File: src/rtl/core/epoch_seconds_to_calendar_unit_macros.svh
// Assertion macros for the calendar unit datapath.
// Expects signals named clock and reset in the including scope.
`ifndef EPOCH_SECONDS_TO_CALENDAR_UNIT_MACROS_SVH
`define EPOCH_SECONDS_TO_CALENDAR_UNIT_MACROS_SVH

// same-cycle implication
`define ESC_ASSERT_IMPL(lbl, ante, cons, msg) \
   lbl: assert property (@(posedge clock) disable iff (reset) (ante) |-> (cons)) \
      else $error(msg);

// next-cycle implication
`define ESC_ASSERT_NEXT(lbl, ante, cons, msg) \
   lbl: assert property (@(posedge clock) disable iff (reset) (ante) |=> (cons)) \
      else $error(msg);

`endif

File: src/rtl/core/esc_pkg.sv
// Types and constants for the epoch-seconds to calendar unit.
// No dependencies; used by esc_ctrl, esc_dpath and the top level.
package esc_pkg;

   localparam logic [16:0] SECS_PER_DAY  = 17'd86400;
   localparam logic [11:0] SECS_PER_HOUR = 12'd3600;
   localparam logic [5:0]  SECS_PER_MIN  = 6'd60;
   localparam logic [2:0]  DAYS_PER_WEEK = 3'd7;
   // reciprocals: 86400 = 128 * 675, 3600 = 16 * 225, 60 = 4 * 15
   localparam logic [25:0] DAY_RECIP     = 26'd50903317;   // ceil(2^35 / 675)
   localparam logic [16:0] WEEK_RECIP    = 17'd74899;      // ceil(2^19 / 7)
   localparam logic [13:0] HOUR_RECIP    = 14'd9321;       // ceil(2^21 / 225)
   localparam logic [10:0] MIN_RECIP     = 11'd1093;       // ceil(2^14 / 15)
   localparam logic [11:0] EPOCH_YEAR    = 12'd1970;
   localparam logic [8:0]  EPOCH_CYC_POS = 9'd370;
   localparam logic [8:0]  LAST_CYC_POS  = 9'd399;
   localparam logic [3:0]  EPOCH_WDAY    = 4'd4;
   localparam logic [3:0]  LAST_MONTH    = 4'd11;

   localparam logic [4:0] MONTH_DAYS [12] = '{
      5'd31, 5'd28, 5'd31, 5'd30, 5'd31, 5'd30,
      5'd31, 5'd31, 5'd30, 5'd31, 5'd30, 5'd31
   };

   typedef enum logic [3:0] {
      S_IDLE,
      S_DAY,
      S_SECS,
      S_WDAY,
      S_HOUR,
      S_MIN,
      S_YEAR,
      S_MONTH,
      S_EMIT
   } state_type;

   typedef enum logic [2:0] {
      OP_DAY,
      OP_SECS,
      OP_WDAY,
      OP_HOUR,
      OP_MIN
   } div_op_type;

   typedef struct packed {
      logic       load;
      logic       calc_step;
      div_op_type op;
      logic       year_step;
      logic       month_step;
      logic       emit;
   } cmd_type;

   typedef struct packed {
      logic year_done;
      logic month_done;
      logic out_busy;
   } sts_type;

   function automatic logic [4:0] month_len(input logic [3:0] m, input logic leap);
      logic [4:0] len;
      if (m > LAST_MONTH) begin
         len = 5'd31;
      end else if (m == 4'd1 && leap) begin
         len = 5'd29;
      end else begin
         len = MONTH_DAYS[m];
      end
      return len;
   endfunction

endpackage

File: src/rtl/core/esc_ctrl.sv
// Sequencer for the calendar unit: steps the division ops, year and month loops.
// Depends on esc_pkg; drives esc_dpath through cmd_type, reads sts_type.
module esc_ctrl (
   input  logic             clock,
   input  logic             reset,
   input  logic             req_tvalid,
   output logic             req_tready,
   input  esc_pkg::sts_type sts,
   output esc_pkg::cmd_type cmd
);

   esc_pkg::state_type state_ff;
   esc_pkg::state_type state_in;

   always_ff @(posedge clock) begin
      if (reset) begin
         state_ff <= esc_pkg::S_IDLE;
      end else begin
         state_ff <= state_in;
      end
   end

   always_comb begin
      state_in       = state_ff;
      req_tready     = 1'b0;
      cmd.load       = 1'b0;
      cmd.calc_step  = 1'b0;
      cmd.op         = esc_pkg::OP_DAY;
      cmd.year_step  = 1'b0;
      cmd.month_step = 1'b0;
      cmd.emit       = 1'b0;
      case (state_ff)
         esc_pkg::S_IDLE: begin
            req_tready = 1'b1;
            if (req_tvalid) begin
               cmd.load = 1'b1;
               state_in = esc_pkg::S_DAY;
            end
         end
         esc_pkg::S_DAY: begin
            cmd.calc_step = 1'b1;
            cmd.op        = esc_pkg::OP_DAY;
            state_in      = esc_pkg::S_SECS;
         end
         esc_pkg::S_SECS: begin
            cmd.calc_step = 1'b1;
            cmd.op        = esc_pkg::OP_SECS;
            state_in      = esc_pkg::S_WDAY;
         end
         esc_pkg::S_WDAY: begin
            cmd.calc_step = 1'b1;
            cmd.op        = esc_pkg::OP_WDAY;
            state_in      = esc_pkg::S_HOUR;
         end
         esc_pkg::S_HOUR: begin
            cmd.calc_step = 1'b1;
            cmd.op        = esc_pkg::OP_HOUR;
            state_in      = esc_pkg::S_MIN;
         end
         esc_pkg::S_MIN: begin
            cmd.calc_step = 1'b1;
            cmd.op        = esc_pkg::OP_MIN;
            state_in      = esc_pkg::S_YEAR;
         end
         esc_pkg::S_YEAR: begin
            cmd.year_step = 1'b1;
            if (sts.year_done) state_in = esc_pkg::S_MONTH;
         end
         esc_pkg::S_MONTH: begin
            cmd.month_step = 1'b1;
            if (sts.month_done) state_in = esc_pkg::S_EMIT;
         end
         esc_pkg::S_EMIT: begin
            if (!sts.out_busy) begin
               cmd.emit = 1'b1;
               state_in = esc_pkg::S_IDLE;
            end
         end
         default: begin
            state_in = esc_pkg::S_IDLE;
         end
      endcase
   end

endmodule

File: src/rtl/core/esc_dpath.sv
// Datapath of the calendar unit: constant divisions by reciprocal multiply,
// year and month walkers, result register. Depends on esc_pkg and the macro header.
`include "epoch_seconds_to_calendar_unit_macros.svh"

module esc_dpath #(
   parameter int STAMP_BITS = 32
) (
   input  logic             clock,
   input  logic             reset,
   input  logic [31:0]      stamp,
   input  esc_pkg::cmd_type cmd,
   output esc_pkg::sts_type sts,
   input  logic             rsp_tready,
   output logic             rsp_tvalid,
   output logic [47:0]      rsp_tdata
);

   localparam logic [31:0] STAMP_MASK = (STAMP_BITS >= 32) ? 32'hFFFF_FFFF :
                                        32'((64'd1 << STAMP_BITS) - 64'd1);

   // intermediate and result fields
   logic [31:0] stamp_ff, stamp_in;
   logic [15:0] days_ff, days_in;
   logic [16:0] secs_ff, secs_in;
   logic [13:0] wq_ff, wq_in;
   logic [11:0] rem_ff, rem_in;
   logic [17:0] left_ff, left_in;
   logic [11:0] year_ff, year_in;
   logic [8:0]  cyc_ff, cyc_in;
   logic [3:0]  month_ff, month_in;
   logic [2:0]  wday_ff, wday_in;
   logic [4:0]  hour_ff, hour_in;
   logic [5:0]  minute_ff, minute_in;

   logic [47:0] rsp_tdata_ff, rsp_tdata_in;
   logic        rsp_tvalid_ff, rsp_tvalid_in;

   // constant divisions
   logic [50:0] day_prod;
   logic [31:0] day_span;
   logic [31:0] secs_diff;
   logic [32:0] week_prod;
   logic [15:0] week_span;
   logic [15:0] week_rem;
   logic [26:0] hour_prod;
   logic [16:0] hour_span;
   logic [16:0] hour_rem;
   logic [20:0] min_prod;
   logic [11:0] min_span;
   logic [11:0] min_rem;

   logic        leap;
   logic [8:0]  ylen;
   logic [4:0]  mlen;
   logic [3:0]  wsum;
   logic [4:0]  dom;
   logic [3:0]  month_num;

   assign day_prod  = 51'(stamp_ff[31:7]) * 51'(esc_pkg::DAY_RECIP);
   assign day_span  = 32'(days_ff) * 32'(esc_pkg::SECS_PER_DAY);
   assign secs_diff = stamp_ff - day_span;
   assign week_prod = 33'(days_ff) * 33'(esc_pkg::WEEK_RECIP);
   assign week_span = 16'(wq_ff) * 16'(esc_pkg::DAYS_PER_WEEK);
   assign week_rem  = days_ff - week_span;
   assign hour_prod = 27'(secs_ff[16:4]) * 27'(esc_pkg::HOUR_RECIP);
   assign hour_span = 17'(hour_ff) * 17'(esc_pkg::SECS_PER_HOUR);
   assign hour_rem  = secs_ff - hour_span;
   assign min_prod  = 21'(rem_ff[11:2]) * 21'(esc_pkg::MIN_RECIP);
   assign min_span  = 12'(minute_ff) * 12'(esc_pkg::SECS_PER_MIN);
   assign min_rem   = rem_ff - min_span;

   assign leap = (year_ff[1:0] == 2'd0) && (cyc_ff != 9'd100) &&
                 (cyc_ff != 9'd200) && (cyc_ff != 9'd300);
   assign ylen = leap ? 9'd366 : 9'd365;
   assign mlen = esc_pkg::month_len(month_ff, leap);

   assign wsum      = {1'b0, week_rem[2:0]} + esc_pkg::EPOCH_WDAY;
   assign dom       = left_ff[4:0] + 5'd1;
   assign month_num = month_ff + 4'd1;

   assign sts.year_done  = left_ff < 18'(ylen);
   assign sts.month_done = (left_ff < 18'(mlen)) || (month_ff == esc_pkg::LAST_MONTH);
   assign sts.out_busy   = rsp_tvalid_ff && !rsp_tready;

   always_comb begin
      stamp_in  = stamp_ff;
      days_in   = days_ff;
      secs_in   = secs_ff;
      wq_in     = wq_ff;
      rem_in    = rem_ff;
      left_in   = left_ff;
      year_in   = year_ff;
      cyc_in    = cyc_ff;
      month_in  = month_ff;
      wday_in   = wday_ff;
      hour_in   = hour_ff;
      minute_in = minute_ff;
      rsp_tdata_in  = rsp_tdata_ff;
      rsp_tvalid_in = rsp_tvalid_ff && !rsp_tready;

      if (cmd.load) begin
         stamp_in = stamp & STAMP_MASK;
         month_in = '0;
      end

      if (cmd.calc_step) begin
         case (cmd.op)
            esc_pkg::OP_DAY: begin
               days_in = day_prod[50:35];
            end
            esc_pkg::OP_SECS: begin
               secs_in = secs_diff[16:0];
               wq_in   = week_prod[32:19];
               left_in = {2'd0, days_ff};
               year_in = esc_pkg::EPOCH_YEAR;
               cyc_in  = esc_pkg::EPOCH_CYC_POS;
            end
            esc_pkg::OP_WDAY: begin
               wday_in = (wsum >= 4'd7) ? 3'(wsum - 4'd7) : wsum[2:0];
               hour_in = hour_prod[25:21];
            end
            esc_pkg::OP_HOUR: begin
               rem_in = hour_rem[11:0];
            end
            esc_pkg::OP_MIN: begin
               minute_in = min_prod[19:14];
            end
            default: begin
               rem_in = rem_ff;
            end
         endcase
      end

      if (cmd.year_step && !sts.year_done) begin
         left_in = left_ff - 18'(ylen);
         year_in = year_ff + 12'd1;
         cyc_in  = (cyc_ff == esc_pkg::LAST_CYC_POS) ? 9'd0 : cyc_ff + 9'd1;
      end

      if (cmd.month_step && !sts.month_done) begin
         left_in  = left_ff - 18'(mlen);
         month_in = month_ff + 4'd1;
      end

      if (cmd.emit) begin
         rsp_tvalid_in = 1'b1;
         rsp_tdata_in  = {7'd0, min_rem[5:0], minute_ff, hour_ff, wday_ff, dom,
                          month_num, year_ff};
      end
   end

   always_ff @(posedge clock) begin
      if (reset) begin
         rsp_tvalid_ff <= 1'b0;
      end else begin
         rsp_tvalid_ff <= rsp_tvalid_in;
      end
   end

   always_ff @(posedge clock) begin
      stamp_ff     <= stamp_in;
      days_ff      <= days_in;
      secs_ff      <= secs_in;
      wq_ff        <= wq_in;
      rem_ff       <= rem_in;
      left_ff      <= left_in;
      year_ff      <= year_in;
      cyc_ff       <= cyc_in;
      month_ff     <= month_in;
      wday_ff      <= wday_in;
      hour_ff      <= hour_in;
      minute_ff    <= minute_in;
      rsp_tdata_ff <= rsp_tdata_in;
   end

   assign rsp_tvalid = rsp_tvalid_ff;
   assign rsp_tdata  = rsp_tdata_ff;

   `ESC_ASSERT_IMPL(a_emit_range, cmd.emit, (left_ff < 18'd31) && (month_ff < 4'd12), "bad date")
   `ESC_ASSERT_NEXT(a_year_shrinks, cmd.year_step && !sts.year_done, left_ff < $past(left_ff), "year stuck")
   `ESC_ASSERT_NEXT(a_wday_range, cmd.calc_step && (cmd.op == esc_pkg::OP_WDAY), wday_ff < 3'd7, "bad weekday")

endmodule

File: src/rtl/core/epoch_seconds_to_calendar_unit.sv
// Epoch seconds to UTC calendar date/time converter, top level.
// Channels: req_ takes one 32-bit beat of seconds since 1970-01-01 00:00 UTC
// in req_tdata; rsp_ gives one beat per request with the broken-down date.
// The unit works on one request at a time. req_tready is high only while the
// sequencer is idle. An accepted request then goes through constant divisions
// by reciprocal multiply (days, seconds of day, weekday, hour, minute). The
// year walk then takes off one year length per step from 1970 on, the month
// walk one month length per step, and the emit step loads the result
// register once it is free, the result showing on rsp_tvalid the cycle after
// that.
// The result register is separate from the working registers, so the next
// request is taken while an earlier result still waits on rsp_tready; a
// finished result holds in the sequencer only if the register is still full,
// and req_tready stays low until it moves.
// Reset (synchronous, active high) empties the result register and returns
// the sequencer to idle. No clearing pass is needed.
module epoch_seconds_to_calendar_unit #(
   parameter int STAMP_BITS = 32
) (
   input  logic        clock,
   input  logic        reset,
   input  logic        req_tvalid,
   output logic        req_tready,
   input  logic [31:0] req_tdata,   // [31:0] epoch_seconds
   output logic        rsp_tvalid,
   input  logic        rsp_tready,
   // [11:0] year, [15:12] month, [20:16] day_of_month, [23:21] day_of_week,
   // [28:24] hour, [34:29] minute, [40:35] second, [47:41] zero
   output logic [47:0] rsp_tdata
);

   esc_pkg::cmd_type cmd;
   esc_pkg::sts_type sts;

   esc_ctrl u_ctrl (
      .clock      (clock),
      .reset      (reset),
      .req_tvalid (req_tvalid),
      .req_tready (req_tready),
      .sts        (sts),
      .cmd        (cmd)
   );

   esc_dpath #(
      .STAMP_BITS (STAMP_BITS)
   ) u_dpath (
      .clock      (clock),
      .reset      (reset),
      .stamp      (req_tdata),
      .cmd        (cmd),
      .sts        (sts),
      .rsp_tready (rsp_tready),
      .rsp_tvalid (rsp_tvalid),
      .rsp_tdata  (rsp_tdata)
   );

endmodule

File: config.mk
export PLATFORM = sky130hd
export DESIGN_NAME = epoch_seconds_to_calendar_unit
export DESIGN_NICKNAME = d
export VERILOG_FILES = /design/src/rtl/core/esc_pkg.sv /design/src/rtl/core/esc_ctrl.sv /design/src/rtl/core/esc_dpath.sv /design/src/rtl/core/epoch_seconds_to_calendar_unit.sv
export VERILOG_INCLUDE_DIRS = /design/src /design/src/rtl/core
export SDC_FILE = /design/constraint.sdc
export NUM_CORES = 1
export LEC_CHECK = 0
export ABC_CLOCK_PERIOD_IN_PS = 9100
export BUFFER_PORTS_ARGS = -buffer_cell sky130_fd_sc_hd__buf_2
export CAP_MARGIN = 20
export CORE_MARGIN = 5
export CORE_UTILIZATION = 63
export DETAILED_ROUTE_END_ITERATION = 10
export PLACE_DENSITY = 0.8
export SYNTH_ARGS = -nofsm -noshare
export SYNTH_HDL_FRONTEND = slang
export SYNTH_SLANG_ARGS = --single-unit
File: constraint.sdc
create_clock -name clock -period 9.1 [get_ports clock]
set_input_delay 2.275 -clock clock [delete_from_list [all_inputs] [get_ports clock]]
set_output_delay 2.275 -clock clock [all_outputs]
set_load 0.01 [all_outputs]
======== Word level (Yosys, flattened, before mapping) ========
Memories as Yosys holds them, arrays and structs flattened.
Index checks and enable logic that the tools add are counted.
word-level totals
  bits in read-only memories .............. 80
  register bits ........................... 194
  memories kept ........................... 1
  input port bits ......................... 36
  latch bits .............................. 0
  bits in writable memories ............... 0
memories
  memory            depth  bits a word  rd ports  clocked after memory_dff  write ports  line           text
  (name not given)  16     5            1         0                         0            esc_pkg.sv:67  len = MONTH_DAYS[m];
operators by class
  add/subtract/negate cells ............... 12
  bitwise operators ....................... 1
  shifts and indexed selects .............. 0
  equality and inequality tests ........... 22
  mux-type cells .......................... 33
  reductions and logical operators ........ 27
  multipliers ............................. 8
  divide/modulo/power cells ............... 0
  $lt $le $gt $ge ......................... 5
operator list
  kind                    count
  $mux 18                 4
  $mul 25x26->51 const B  1
  $mux 12                 3
  $mux 9                  4
  $pmux 4 s9              1
  $mul 16x17->33 const B  1
  $mul 13x14->26 const B  1
  $mux 4                  6
  $mul 10x11->20 const B  1
  $mux 5                  4
  $pmux 4 s5              1
  $lt 18x5->1             1
  $lt 18x9->1             1
  $sub 18x5->18           1
  $sub 18x9->18           1
  $sub 17x17->17          1
  $eq 4x3->1 const B      4
  $mul 16x10->10 const B  1
  $mul 14x3->3 const B    1
  $reduce_and 2->1        7
  $add 12x1->12 const B   1
  $sub 12x12->12          1
  $add 9x1->9 const B     1
  $eq 9x9->1 const B      1
  other kinds (35)        59

======== Logic depth before layout (Yosys ltp) ========
Gate-level depths: netlist of run 1.
  depth in word-level cells ............... 13
  mapped depth ............................ 23
  gate-level depth less buffers ........... 23

======== By module ========
Synthesis of run 1 repeated with hierarchy kept, for this count alone.
unflattened totals
  cell total of the unflattened synthesis .. 2272
  area, all modules ....................... 24249.5 um2
by module, submodules not included
  module     times used  area an instance (um2)  cells each
  esc_dpath  1           23866.6                 2231
  esc_ctrl   1           382.9                   41

======== Worst setup path before layout of run 1 ========
OpenSTA, ideal clock, no wires.
  kind .................................... register to register
  start ................................... reg u_dpath.stamp_ff[12]
  end ..................................... reg u_dpath.days_ff[10] (data pin)
  library setup time ...................... 0.263 ns
  data required time ...................... 8.837 ns
  setup slack ............................. 2.826 ns
  cell stages (with the launch flop) ...... 22
  arrival time ............................ 6.011 ns
  path through ............................ edfxtp_1 > inv_1 > ha_1 > inv_1 > fa_1 > ha_1 > inv_1 > fa_1 > inv_1 > fa_1 > fa_1 > inv_1 > fa_1 > inv_1 > ha_1 > a211oi_1 > nor2_1 > o31ai_1 > nor4_1 > or4b_1 > a311oi_1 > xnor2_1
on the way
  cells in the longest elaborated chain, start to end .. 1
RTL lines
  what                      line              text
  start, declared           esc_dpath.sv:22   logic [31:0] stamp_ff, stamp_in;
  start signal, assigned    esc_dpath.sv:161  stamp_ff <= stamp_in;
  $mul 25x26->51            esc_dpath.sv:59   assign day_prod = 51'(stamp_ff[31:7]) * 51'(esc_pkg::DAY_RECIP);
  via u_dpath.day_prod[45]  esc_dpath.sv:39   logic [50:0] day_prod;
  end signal, assigned      esc_dpath.sv:162  days_ff <= days_in;
  end, declared             esc_dpath.sv:23   logic [15:0] days_ff, days_in;
The timed path passes the listed nets, and every way through them passes these cells.
A chain may end at the register's enable or synchronous reset.

======== Worst setup path in the final report of run 1 ========
  start ................................... reg u_dpath.stamp_ff[16]
  end ..................................... reg u_dpath.days_ff[11] (data pin)
The elaborated chain is that of the path after synthesis.

==> flow_metrics.env, run 1 <==
export IMPL_run_status="finished clean"
export IMPL_crit_start="u_dpath.stamp_ff[16]$_DFFE_PP_"
export IMPL_cpPeakStageDelay_ns=0.85
export IMPL_portBuffers=78
export IMPL_clock_sinks=183
export IMPL_dp_hpwl_um=44400
export IMPL_syn_area_per_cell_um2=10.6
export IMPL_r2r_slack_ns=2.08
export IMPL_yosys_cell_types_count=73
export IMPL_finClkSkew_ns=0.0309
export IMPL_clock_latency_ns=0.49
export IMPL_cp_start_kind="flip-flop"
export IMPL_final_cells=2916
export IMPL_pin_count=86
export IMPL_tns_ns=0
export IMPL_yosysMostFrequentCell="inv_1"
export IMPL_ys_top_cells_by_area="ha_1 (28%), fa_1 (22%), edfxtp_1 (22%)"
export IMPL_slew_headroom=0.285
export IMPL_start_util=0.634
export IMPL_routed_wl_um=53600
export IMPL_chipWidth_um=207
export IMPL_path_class="reg2reg"
export IMPL_clock_root_buffer="clkbuf_16"
export IMPL_wl_per_cell_um=18.4
export IMPL_arrival_ns=7.21
export IMPL_crit_required_ns=9.29
export IMPL_synth_top_area_frac=0.281
export IMPL_firstDrtPassIters=5
export IMPL_slew_violations=0
export IMPL_cts_resized=0
export IMPL_rr_endpoint="u_dpath.days_ff[11]$_DFFE_PP_"
export IMPL_maxCapViolations=0
export IMPL_dieArea_mm2=0.0427
export IMPL_core_mm2=0.0385
export IMPL_htreeDepth=4
export IMPL_grt_max_degree=34
export IMPL_endpoint_kind="flip-flop"
export IMPL_vias=16400
export IMPL_rsz0062_at_grt="no"
export IMPL_synth_top_cell_by_area="ha_1"
export IMPL_initialDrtViolationCount=806
export IMPL_worstPathMaxFanout=12
export IMPL_crit_chain="ha_1, inv_1, fa_1, fa_1, inv_1, fa_1, inv_1, fa_1, fa_1, fa_1, inv_1, ha_1, nand3_1, nor3_1, o31ai_1, nor4_1, o31ai_2, o2111ai_1, o311ai_1"
export IMPL_die_height_um=207
export IMPL_drcViolationCount=0
export IMPL_hold_class="reg2reg"
export IMPL_r2r_start="u_dpath.stamp_ff[16]$_DFFE_PP_"
export IMPL_antenna_cells=0
export IMPL_cpMostUsedCell="fa_1"
export IMPL_rows=72
export IMPL_fin_nets=3239
export IMPL_clockBufferDepth=2
export IMPL_worstRegToRegCells=19
export IMPL_finalSetupViolations=0
export IMPL_cts_hold_buffers_added=0
export IMPL_ys_ff_latch=183
export IMPL_gp_congestion=0.963
export IMPL_max_freq_ghz=0.143
export IMPL_clk_pin_slew_ns=0.07
export IMPL_post_cts_setup_buffers=0
export IMPL_worstMarginPinSlew_ns=1.07
export IMPL_synth_cells=2304
export IMPL_antenna_found_initial=1
export IMPL_grt_use_total=0.263
export IMPL_synth_edf_count=178
export IMPL_syn_to_final_growth_pct=6.58
export IMPL_globalRouteOverflowTotal=0
export IMPL_slowest_stage="edfxtp_1"
export IMPL_grt_pass1_wl_um=87800
export IMPL_min_to="u_dpath.rsp_tdata[23]$_DFFE_PP_"
export IMPL_fin_crit_ns=7.02
export IMPL_synth_area_mm2=0.0244
export IMPL_cts_tree="done"
export IMPL_timing_hold_ws_ns=0.422
export IMPL_cts_buffers=17
export IMPL_async_reset_ff_frac=0
export IMPL_min_period_over_period=0.771
export IMPL_synthTopCellsByCount="inv_1 (579), ha_1 (548), fa_1 (270), edfxtp_1 (178), a21oi_1 (78)"
export IMPL_yosysWarnings=0
export IMPL_drive_gt1_frac=0.0550
export IMPL_dpl_cell_count=2883
export IMPL_via_per_inst=5.62
export IMPL_first_global_vias=17600
export IMPL_hp_start="u_dpath.wday_ff[2]$_DFFE_PP_"
export IMPL_final_hold_violation_count=0
export IMPL_yosysSeqAreaShare=0.223
export IMPL_final_antenna_net_count=0
export IMPL_min_path_cells=0
export IMPL_ys_flop_type="edfxtp_1"
-- metrics by stage --
| step | util | instance area [um^2] | setup WS, ns |
|---|---|---|---|
| floorplan | - | 24400 | 2.83 |
| global placement | 0.659 | 25300 | 2.35 |
| detailed placement | 0.659 | 25400 | 2.16 |
| CTS | 0.675 | 26000 | 2.14 |
| global route | 0.676 | 26000 | 1.73 |
| finish | 0.676 | 26000 | 2.08 |
-- metal layers --
layer | GRT usage | part of all wire
met4 | 0.107 | 0.042
met2 | 0.480 | 0.51
met1 | 0.312 | 0.40
met5 | 0 | 0
met3 | 0.0387 | 0.039
-- placed cells by master, fill, tap and decap left out, drive strengths merged, types with 9 or more instances in the layout --
master	netlist	final
nor3	24	24
ha	548	548
o22ai	14	14
a21oi	78	78
xnor2	72	72
o21ai	55	55
or3	12	12
edfxtp	178	178
o21a	11	11
inv	579	586
fa	270	270
and3	11	11
a31oi	15	15
xor2	34	34
buf	18	84
nand4	20	20
nand2b	16	16
a21o	30	30
clkbuf	10	17
a211oi	10	10
nor2b	13	13
nand3	31	31
nand2	69	69
nor2	68	68
o21bai	10	10
and2	10	10
mux2i	9	9
-- logic make-up after synthesis --
| family | share of synthesized area |
|---|---|
| other cells | 0.000154 |
| simple gates | 0.0608 |
| xor+xnor | 0.0381 |
| mux | 0.00416 |
| flops | 0.223 |
| buf+inv | 0.0955 |
| fa+ha+maj | 0.503 |
| compound gates | 0.0751 |
-- registers in the layout (all words and copies together) (netlist names) --
register	count
u_ctrl.state_ff	4
u_dpath.year_ff	12
u_dpath.month_ff	4
u_dpath.rsp_tvalid	1
u_dpath.left_ff	18
u_dpath.wq_ff	3
u_dpath.minute_ff	6
u_dpath.wday_ff	3
u_dpath.cyc_ff	9
u_dpath.days_ff	16
u_dpath.rem_ff	12
u_dpath.rsp_tdata	41
u_dpath.hour_ff	5
u_dpath.secs_ff	17
u_dpath.stamp_ff	32
-- layout make-up --
class | instances | area (um^2)
tap | 518 | 648
clock buffer | 17 | 425
multi-input combinational | 1520 | 16700
inverter | 579 | 2170
timing repair buffer | 84 | 459
fill | 2851 | 12500
clock inverter | 15 | 188
sequential | 183 | 5450
-- worst max-delay path, delay by kind of cell (launching register included) --
kind / cells / cell delay [ns]
buf+inv: 4 / 0.24
fa+ha+maj: 8 / 3.77
flops: 1 / 0.85
simple gates: 3 / 1.10
compound gates: 4 / 0.78
-- how the worst max path moves through the flow --
stage,endpoint,slack (ns)
2_1_floorplan,u_dpath.days_ff[10]$_DFFE_PP_,2.83
3_3_place_gp,u_dpath.days_ff[10]$_DFFE_PP_,2.35
3_5_place_dp,u_dpath.days_ff[11]$_DFFE_PP_,2.16
4_1_cts,u_dpath.days_ff[10]$_DFFE_PP_,2.14
5_1_grt,u_dpath.days_ff[11]$_DFFE_PP_,1.73
6_report,u_dpath.days_ff[11]$_DFFE_PP_,2.08
Power of run 1 is left out: the tool's default activity adds up to more than one toggle a clock period on the data nets, which glitch-free logic cannot reach.
==> run 2, diff against run 1 <==
--- a/config.mk
+++ b/config.mk
@@ -6,7 +6,7 @@
 export SDC_FILE = /design/constraint.sdc
 export NUM_CORES = 1
 export LEC_CHECK = 0
-export ABC_CLOCK_PERIOD_IN_PS = 9100
+export ABC_CLOCK_PERIOD_IN_PS = 7200
 export BUFFER_PORTS_ARGS = -buffer_cell sky130_fd_sc_hd__buf_2
 export CAP_MARGIN = 20
 export CORE_MARGIN = 5
==> constraint.sdc (replaced) <==
create_clock -name clock -period 7.2 [get_ports clock]
set_input_delay 1.8 -clock clock [delete_from_list [all_inputs] [get_ports clock]]
set_output_delay 1.8 -clock clock [all_outputs]
set_load 0.01 [all_outputs]
==> flow_metrics.env, run 2 (synthesis gave the netlist of run 1 again) <==
export IMPL_final_antenna_net_count=0
export IMPL_crit_chain="inv_1, ha_1, inv_1, fa_1, ha_1, fa_1, fa_1, fa_1, inv_1, fa_1, inv_1, ha_1, nand3_1, nor3_1, o31ai_1, nor4_1, o31ai_2, o2111ai_1, o311ai_1"
export IMPL_grt_max_degree=42
export IMPL_cpPeakStageDelay_ns=0.71
export IMPL_drcViolationCount=0
export IMPL_max_freq_ghz=0.147
export IMPL_start_util=0.634
export IMPL_worstRegToRegCells=19
export IMPL_min_to="u_dpath.secs_ff[6]$_DFFE_PP_"
export IMPL_rows=72
export IMPL_clk_pin_slew_ns=0.07
export IMPL_core_mm2=0.0385
export IMPL_crit_required_ns=7.39
export IMPL_seqCellArea_mm2=0.00545
export IMPL_drive_gt1_frac=0.0586
export IMPL_dp_slack_ns=0.298
export IMPL_rsz0062_at_grt="no"
export IMPL_hp_start="u_dpath.stamp_ff[6]$_DFFE_PP_"
export IMPL_slew_headroom=0.294
export IMPL_slowest_stage="edfxtp_1"
export IMPL_clockBufferDepth=2
export IMPL_antenna_found_initial=0
export IMPL_final_cell_mix="inv_1 (579), ha_1 (548), fa_1 (270)"
export IMPL_final_common_cell="inv_1"
export IMPL_min_path_cells=0
export IMPL_largest_reg_flops=41
export IMPL_initialDrtViolationCount=975
export IMPL_cts_hold_buffers_added=0
export IMPL_final_util=0.677
export IMPL_antenna_cells=0
export IMPL_globalRouteOverflowTotal=0
export IMPL_first_global_vias=17500
export IMPL_cts_tree="done"
export IMPL_r2r_start="u_dpath.stamp_ff[21]$_DFFE_PP_"
export IMPL_dp_hpwl_um=45600
export IMPL_crit_cells=19
export IMPL_tns_ns=0
export IMPL_grt_pass1_wl_um=88600
export IMPL_clock_root_buffer="clkbuf_16"
export IMPL_vias=16400
export IMPL_htreeDepth=4
export IMPL_cpMostUsedCell="fa_1"
export IMPL_endpoint_kind="flip-flop"
export IMPL_worstMarginPinSlew_ns=1.06
export IMPL_finClkSkew_ns=0.0292
export IMPL_cpLargestDelayFamily="adder cells"
export IMPL_multi_input_area_mm2=0.0167
export IMPL_arrival_ns=7.01
export IMPL_timing_hold_ws_ns=0.424
export IMPL_final_hold_violation_count=0
export IMPL_grt_use_total=0.267
export IMPL_critPathBufInv=4
export IMPL_gp_congestion=0.983
export IMPL_cts_buffers=17
export IMPL_firstDrtPassIters=7
export IMPL_maxCapViolations=0
export IMPL_clock_sinks=183
export IMPL_wl_per_cell_um=18.8
export IMPL_hold_class="reg2reg"
export IMPL_dieArea_mm2=0.0427
export IMPL_die_height_um=207
export IMPL_r2r_slack_ns=0.38
export IMPL_clock_latency_ns=0.48
export IMPL_cp_start_kind="flip-flop"
export IMPL_chipWidth_um=207
export IMPL_rr_endpoint="u_dpath.days_ff[11]$_DFFE_PP_"
export IMPL_syn_to_final_growth_pct=6.85
export IMPL_fin_crit_ns=6.82
export IMPL_routed_wl_um=54900
export IMPL_via_per_inst=5.60
export IMPL_finalSetupViolations=0
export IMPL_path_class="reg2reg"
export IMPL_pin_count=86
export IMPL_portBuffers=78
export IMPL_fin_nets=3248
export IMPL_worst_slack_ns=0.379
export IMPL_run_status="finished clean"
export IMPL_worstPathMaxFanout=9
export IMPL_slew_violations=0
export IMPL_fillers=2907
export IMPL_min_period_over_period=0.947
==> run 2: cell types whose count changed in the layout (fill, tap and decap cells not counted) <==
| cell | delta |
|---|---|
| clkinv_2 | -1 |
| buf_4 | +9 |
| clkinv_4 | +2 |
| clkbuf_1 | +1 |
| inv_6 | -1 |
| clkinv_1 | -1 |
| clkinv_8 | -1 |
| inv_8 | +1 |
==> run 2: per-layer routing <==
layer	vias up	GRT usage	share of wire
met5	-	0	0
met1	8099	0.315	0.40
li1	7789	-	-
met4	0	0.0963	0.035
met3	94	0.0380	0.040
met2	397	0.495	0.52
==> run 2: layout make-up <==
cell class | count | share of cell area
Clock buffer | 18 | 0.0165
Clock inverter | 14 | 0.00701
Inverter | 579 | 0.0834
Multi-Input combinational cell | 1520 | 0.639
Sequential cell | 183 | 0.209
Tap cell | 518 | 0.0249
Timing Repair Buffer | 93 | 0.0202
==> run 2: how the worst max path moves through the flow <==
stage	start	endpoint
2_1_floorplan	u_dpath.stamp_ff[12]$_DFFE_PP_	u_dpath.days_ff[10]$_DFFE_PP_
3_3_place_gp	u_dpath.stamp_ff[12]$_DFFE_PP_	u_dpath.days_ff[10]$_DFFE_PP_
3_5_place_dp	u_dpath.stamp_ff[12]$_DFFE_PP_	u_dpath.days_ff[14]$_DFFE_PP_
4_1_cts	u_dpath.stamp_ff[12]$_DFFE_PP_	u_dpath.days_ff[14]$_DFFE_PP_
5_1_grt	u_dpath.stamp_ff[28]$_DFFE_PP_	u_dpath.days_ff[10]$_DFFE_PP_
6_report	u_dpath.stamp_ff[21]$_DFFE_PP_	u_dpath.days_ff[11]$_DFFE_PP_
==> run 2: metrics by stage <==
stage,area (um^2),std cells
after floorplan,24400,2310
after CTS,26000,2918
after global placement,25400,2886
final,26100,2925
after global routing,26100,2925
after detailed placement,25400,2886
==> run 2: worst register-to-register path: stages, from the launching register on <==
cell and delay, ns:
edfxtp_1 0.71, inv_1 0.20, ha_1 0.34, inv_1 0.13
fa_1 0.44, ha_1 0.33, fa_1 0.48, fa_1 0.55
fa_1 0.55, inv_1 0.06, fa_1 0.54, inv_1 0.05
ha_1 0.40, nand3_1 0.10, nor3_1 0.20, o31ai_1 0.12
nor4_1 0.70, o31ai_2 0.27, o2111ai_1 0.26, o311ai_1 0.13
==> run 2: what timing repair did <==
item                       4_1_cts  5_1_grt
setup endpoints to repair        0        4
gates resized for setup          0        0
buffers inserted                 0        5
hold endpoints to repair         0        0
Power of run 2 is left out for the same reason.
==> run 3, diff against run 2 <==
--- a/config.mk
+++ b/config.mk
@@ -7,7 +7,7 @@
 export NUM_CORES = 1
 export LEC_CHECK = 0
 export ABC_CLOCK_PERIOD_IN_PS = 7200
-export BUFFER_PORTS_ARGS = -buffer_cell sky130_fd_sc_hd__buf_2
+export BUFFER_PORTS_ARGS = -buffer_cell sky130_fd_sc_hd__clkbuf_2
 export CAP_MARGIN = 20
 export CORE_MARGIN = 5
 export CORE_UTILIZATION = 63
==> flow_metrics.env, run 3 (synthesis gave the netlist of run 1 again) <==
export IMPL_rsz0062_at_grt="no"
export IMPL_hold_class="reg2reg"
export IMPL_clockBufferDepth=2
export IMPL_portBuffers=78
export IMPL_finClkSkew_ns=0.0379
export IMPL_rows=72
export IMPL_final_util=0.676
export IMPL_clock_latency_ns=0.49
export IMPL_initialDrtViolationCount=990
export IMPL_final_cells=2925
export IMPL_vias=16400
export IMPL_finalSetupViolations=0
export IMPL_fin_crit_ns=6.74
export IMPL_endpoint_kind="flip-flop"
export IMPL_dieArea_mm2=0.0427
export IMPL_fin_nets=3246
export IMPL_htreeDepth=4
export IMPL_wl_per_cell_um=18.9
export IMPL_slew_violations=0
export IMPL_cts_hold_buffers_added=0
export IMPL_cts_resized=0
export IMPL_drive_gt1_frac=0.0578
export IMPL_largest_reg_flops=41
export IMPL_worstPathMaxFanout=8
export IMPL_final_cell_mix="inv_1 (579), ha_1 (548), fa_1 (270)"
export IMPL_dp_hpwl_um=46400
export IMPL_worstMarginPinSlew_ns=1.10
export IMPL_path_class="reg2reg"
export IMPL_maxCapViolations=0
export IMPL_cp_start_kind="flip-flop"
export IMPL_drcViolationCount=0
export IMPL_cts_buffers=17
export IMPL_via_per_inst=5.60
export IMPL_routed_wl_um=55200
export IMPL_clock_root_buffer="clkbuf_16"
export IMPL_max_freq_ghz=0.148
export IMPL_antenna_found_initial=1
export IMPL_clk_pin_slew_ns=0.08
export IMPL_core_mm2=0.0385
export IMPL_first_global_vias=17500
export IMPL_post_cts_setup_buffers=0
export IMPL_clock_sinks=183
export IMPL_final_hold_violation_count=0
export IMPL_grt_use_total=0.270
export IMPL_tns_ns=0
export IMPL_min_period_over_period=0.936
export IMPL_cts_tree="done"
export IMPL_grt_max_degree=34
export IMPL_slew_headroom=0.267
export IMPL_firstDrtPassIters=7
export IMPL_globalRouteOverflowTotal=0
export IMPL_final_antenna_net_count=0
export IMPL_gp_congestion=1.01
export IMPL_start_util=0.634
export IMPL_grt_pass1_wl_um=89300
export IMPL_dpl_cell_count=2890
export IMPL_run_status="finished clean"
export IMPL_pin_count=86
export IMPL_chipWidth_um=207
export IMPL_syn_to_final_growth_pct=6.69
export IMPL_final_common_cell="inv_1"
export IMPL_fillers=2925
export IMPL_arrival_ns=6.94
export IMPL_die_height_um=207
export IMPL_crit_required_ns=7.40
## run 3: cell count changes in the layout (fill, tap and decap cells not counted)
cell / before / now
diode_2: 0 / 2
buf_4: 13 / 11
inv_6: 2 / 1
clkinv_4: 2 / 4
clkbuf_2: 0 / 78
buf_2: 78 / 0
clkinvlp_4: 2 / 1
clkinv_8: 1 / 2
inv_8: 5 / 6
bufinv_16: 2 / 0
## run 3: final cells by class
class	instances	area [um^2]	share of cell area
multi-input combinational	1520	16700	0.640
sequential	183	5450	0.209
inverter	579	2170	0.0835
tap	518	648	0.0249
timing repair buffer	91	512	0.0197
clock buffer	18	429	0.0165
clock inverter	14	151	0.00582
antenna	2	5.00	0.000192
## run 3: path summary, 6_finish.rpt
| kind | startpoint | to | slack (ns) | cells past startpoint |
|---|---|---|---|---|
| max reg2reg | u_dpath.stamp_ff[27]$_DFFE_PP_ | u_dpath.days_ff[0]$_DFFE_PP_ | 0.46 | 18 |
| min | u_dpath.minute_ff[4]$_DFFE_PP_ | u_dpath.rsp_tdata[33]$_DFFE_PP_ | 0.42 | 0 |
| max | u_dpath.stamp_ff[27]$_DFFE_PP_ | u_dpath.days_ff[0]$_DFFE_PP_ | 0.46 | 18 |
| min reg2reg | u_dpath.minute_ff[4]$_DFFE_PP_ | u_dpath.rsp_tdata[33]$_DFFE_PP_ | 0.42 | 0 |
## run 3: routing by layer
layer,up-vias,part of all wire,track usage
met5,-,0,0
met2,428,0.51,0.485
li1,7789,-,-
met4,0,0.044,0.117
met1,8045,0.40,0.325
met3,114,0.046,0.0367
## run 3: stage by stage
stage          hold WS [ns]  setup WS [ns]  area (um^2)
2_1_floorplan         0.400          0.926        24400
3_3_place_gp          0.403          0.609        25400
3_5_place_dp          0.405          0.489        25400
4_1_cts               0.423          0.486        26000
5_1_grt               0.426         0.0890        26000
6_report              0.421          0.461        26000
## run 3: critical path, stage by stage, from the launching register on
cell and delay [ns]:
edfxtp_1 0.56, fa_1 0.51, ha_1 0.28, inv_1 0.05, fa_1 0.52, fa_1 0.55
inv_1 0.05, fa_1 0.53, inv_1 0.05, fa_1 0.53, inv_1 0.06, fa_1 0.50
ha_1 0.37, a21oi_1 0.39, nor2_1 0.09, a2111oi_0 0.88, o2bb2ai_1 0.23, mux2i_1 0.22
nand3_1 0.10
Power of run 3 is left out for the same reason.
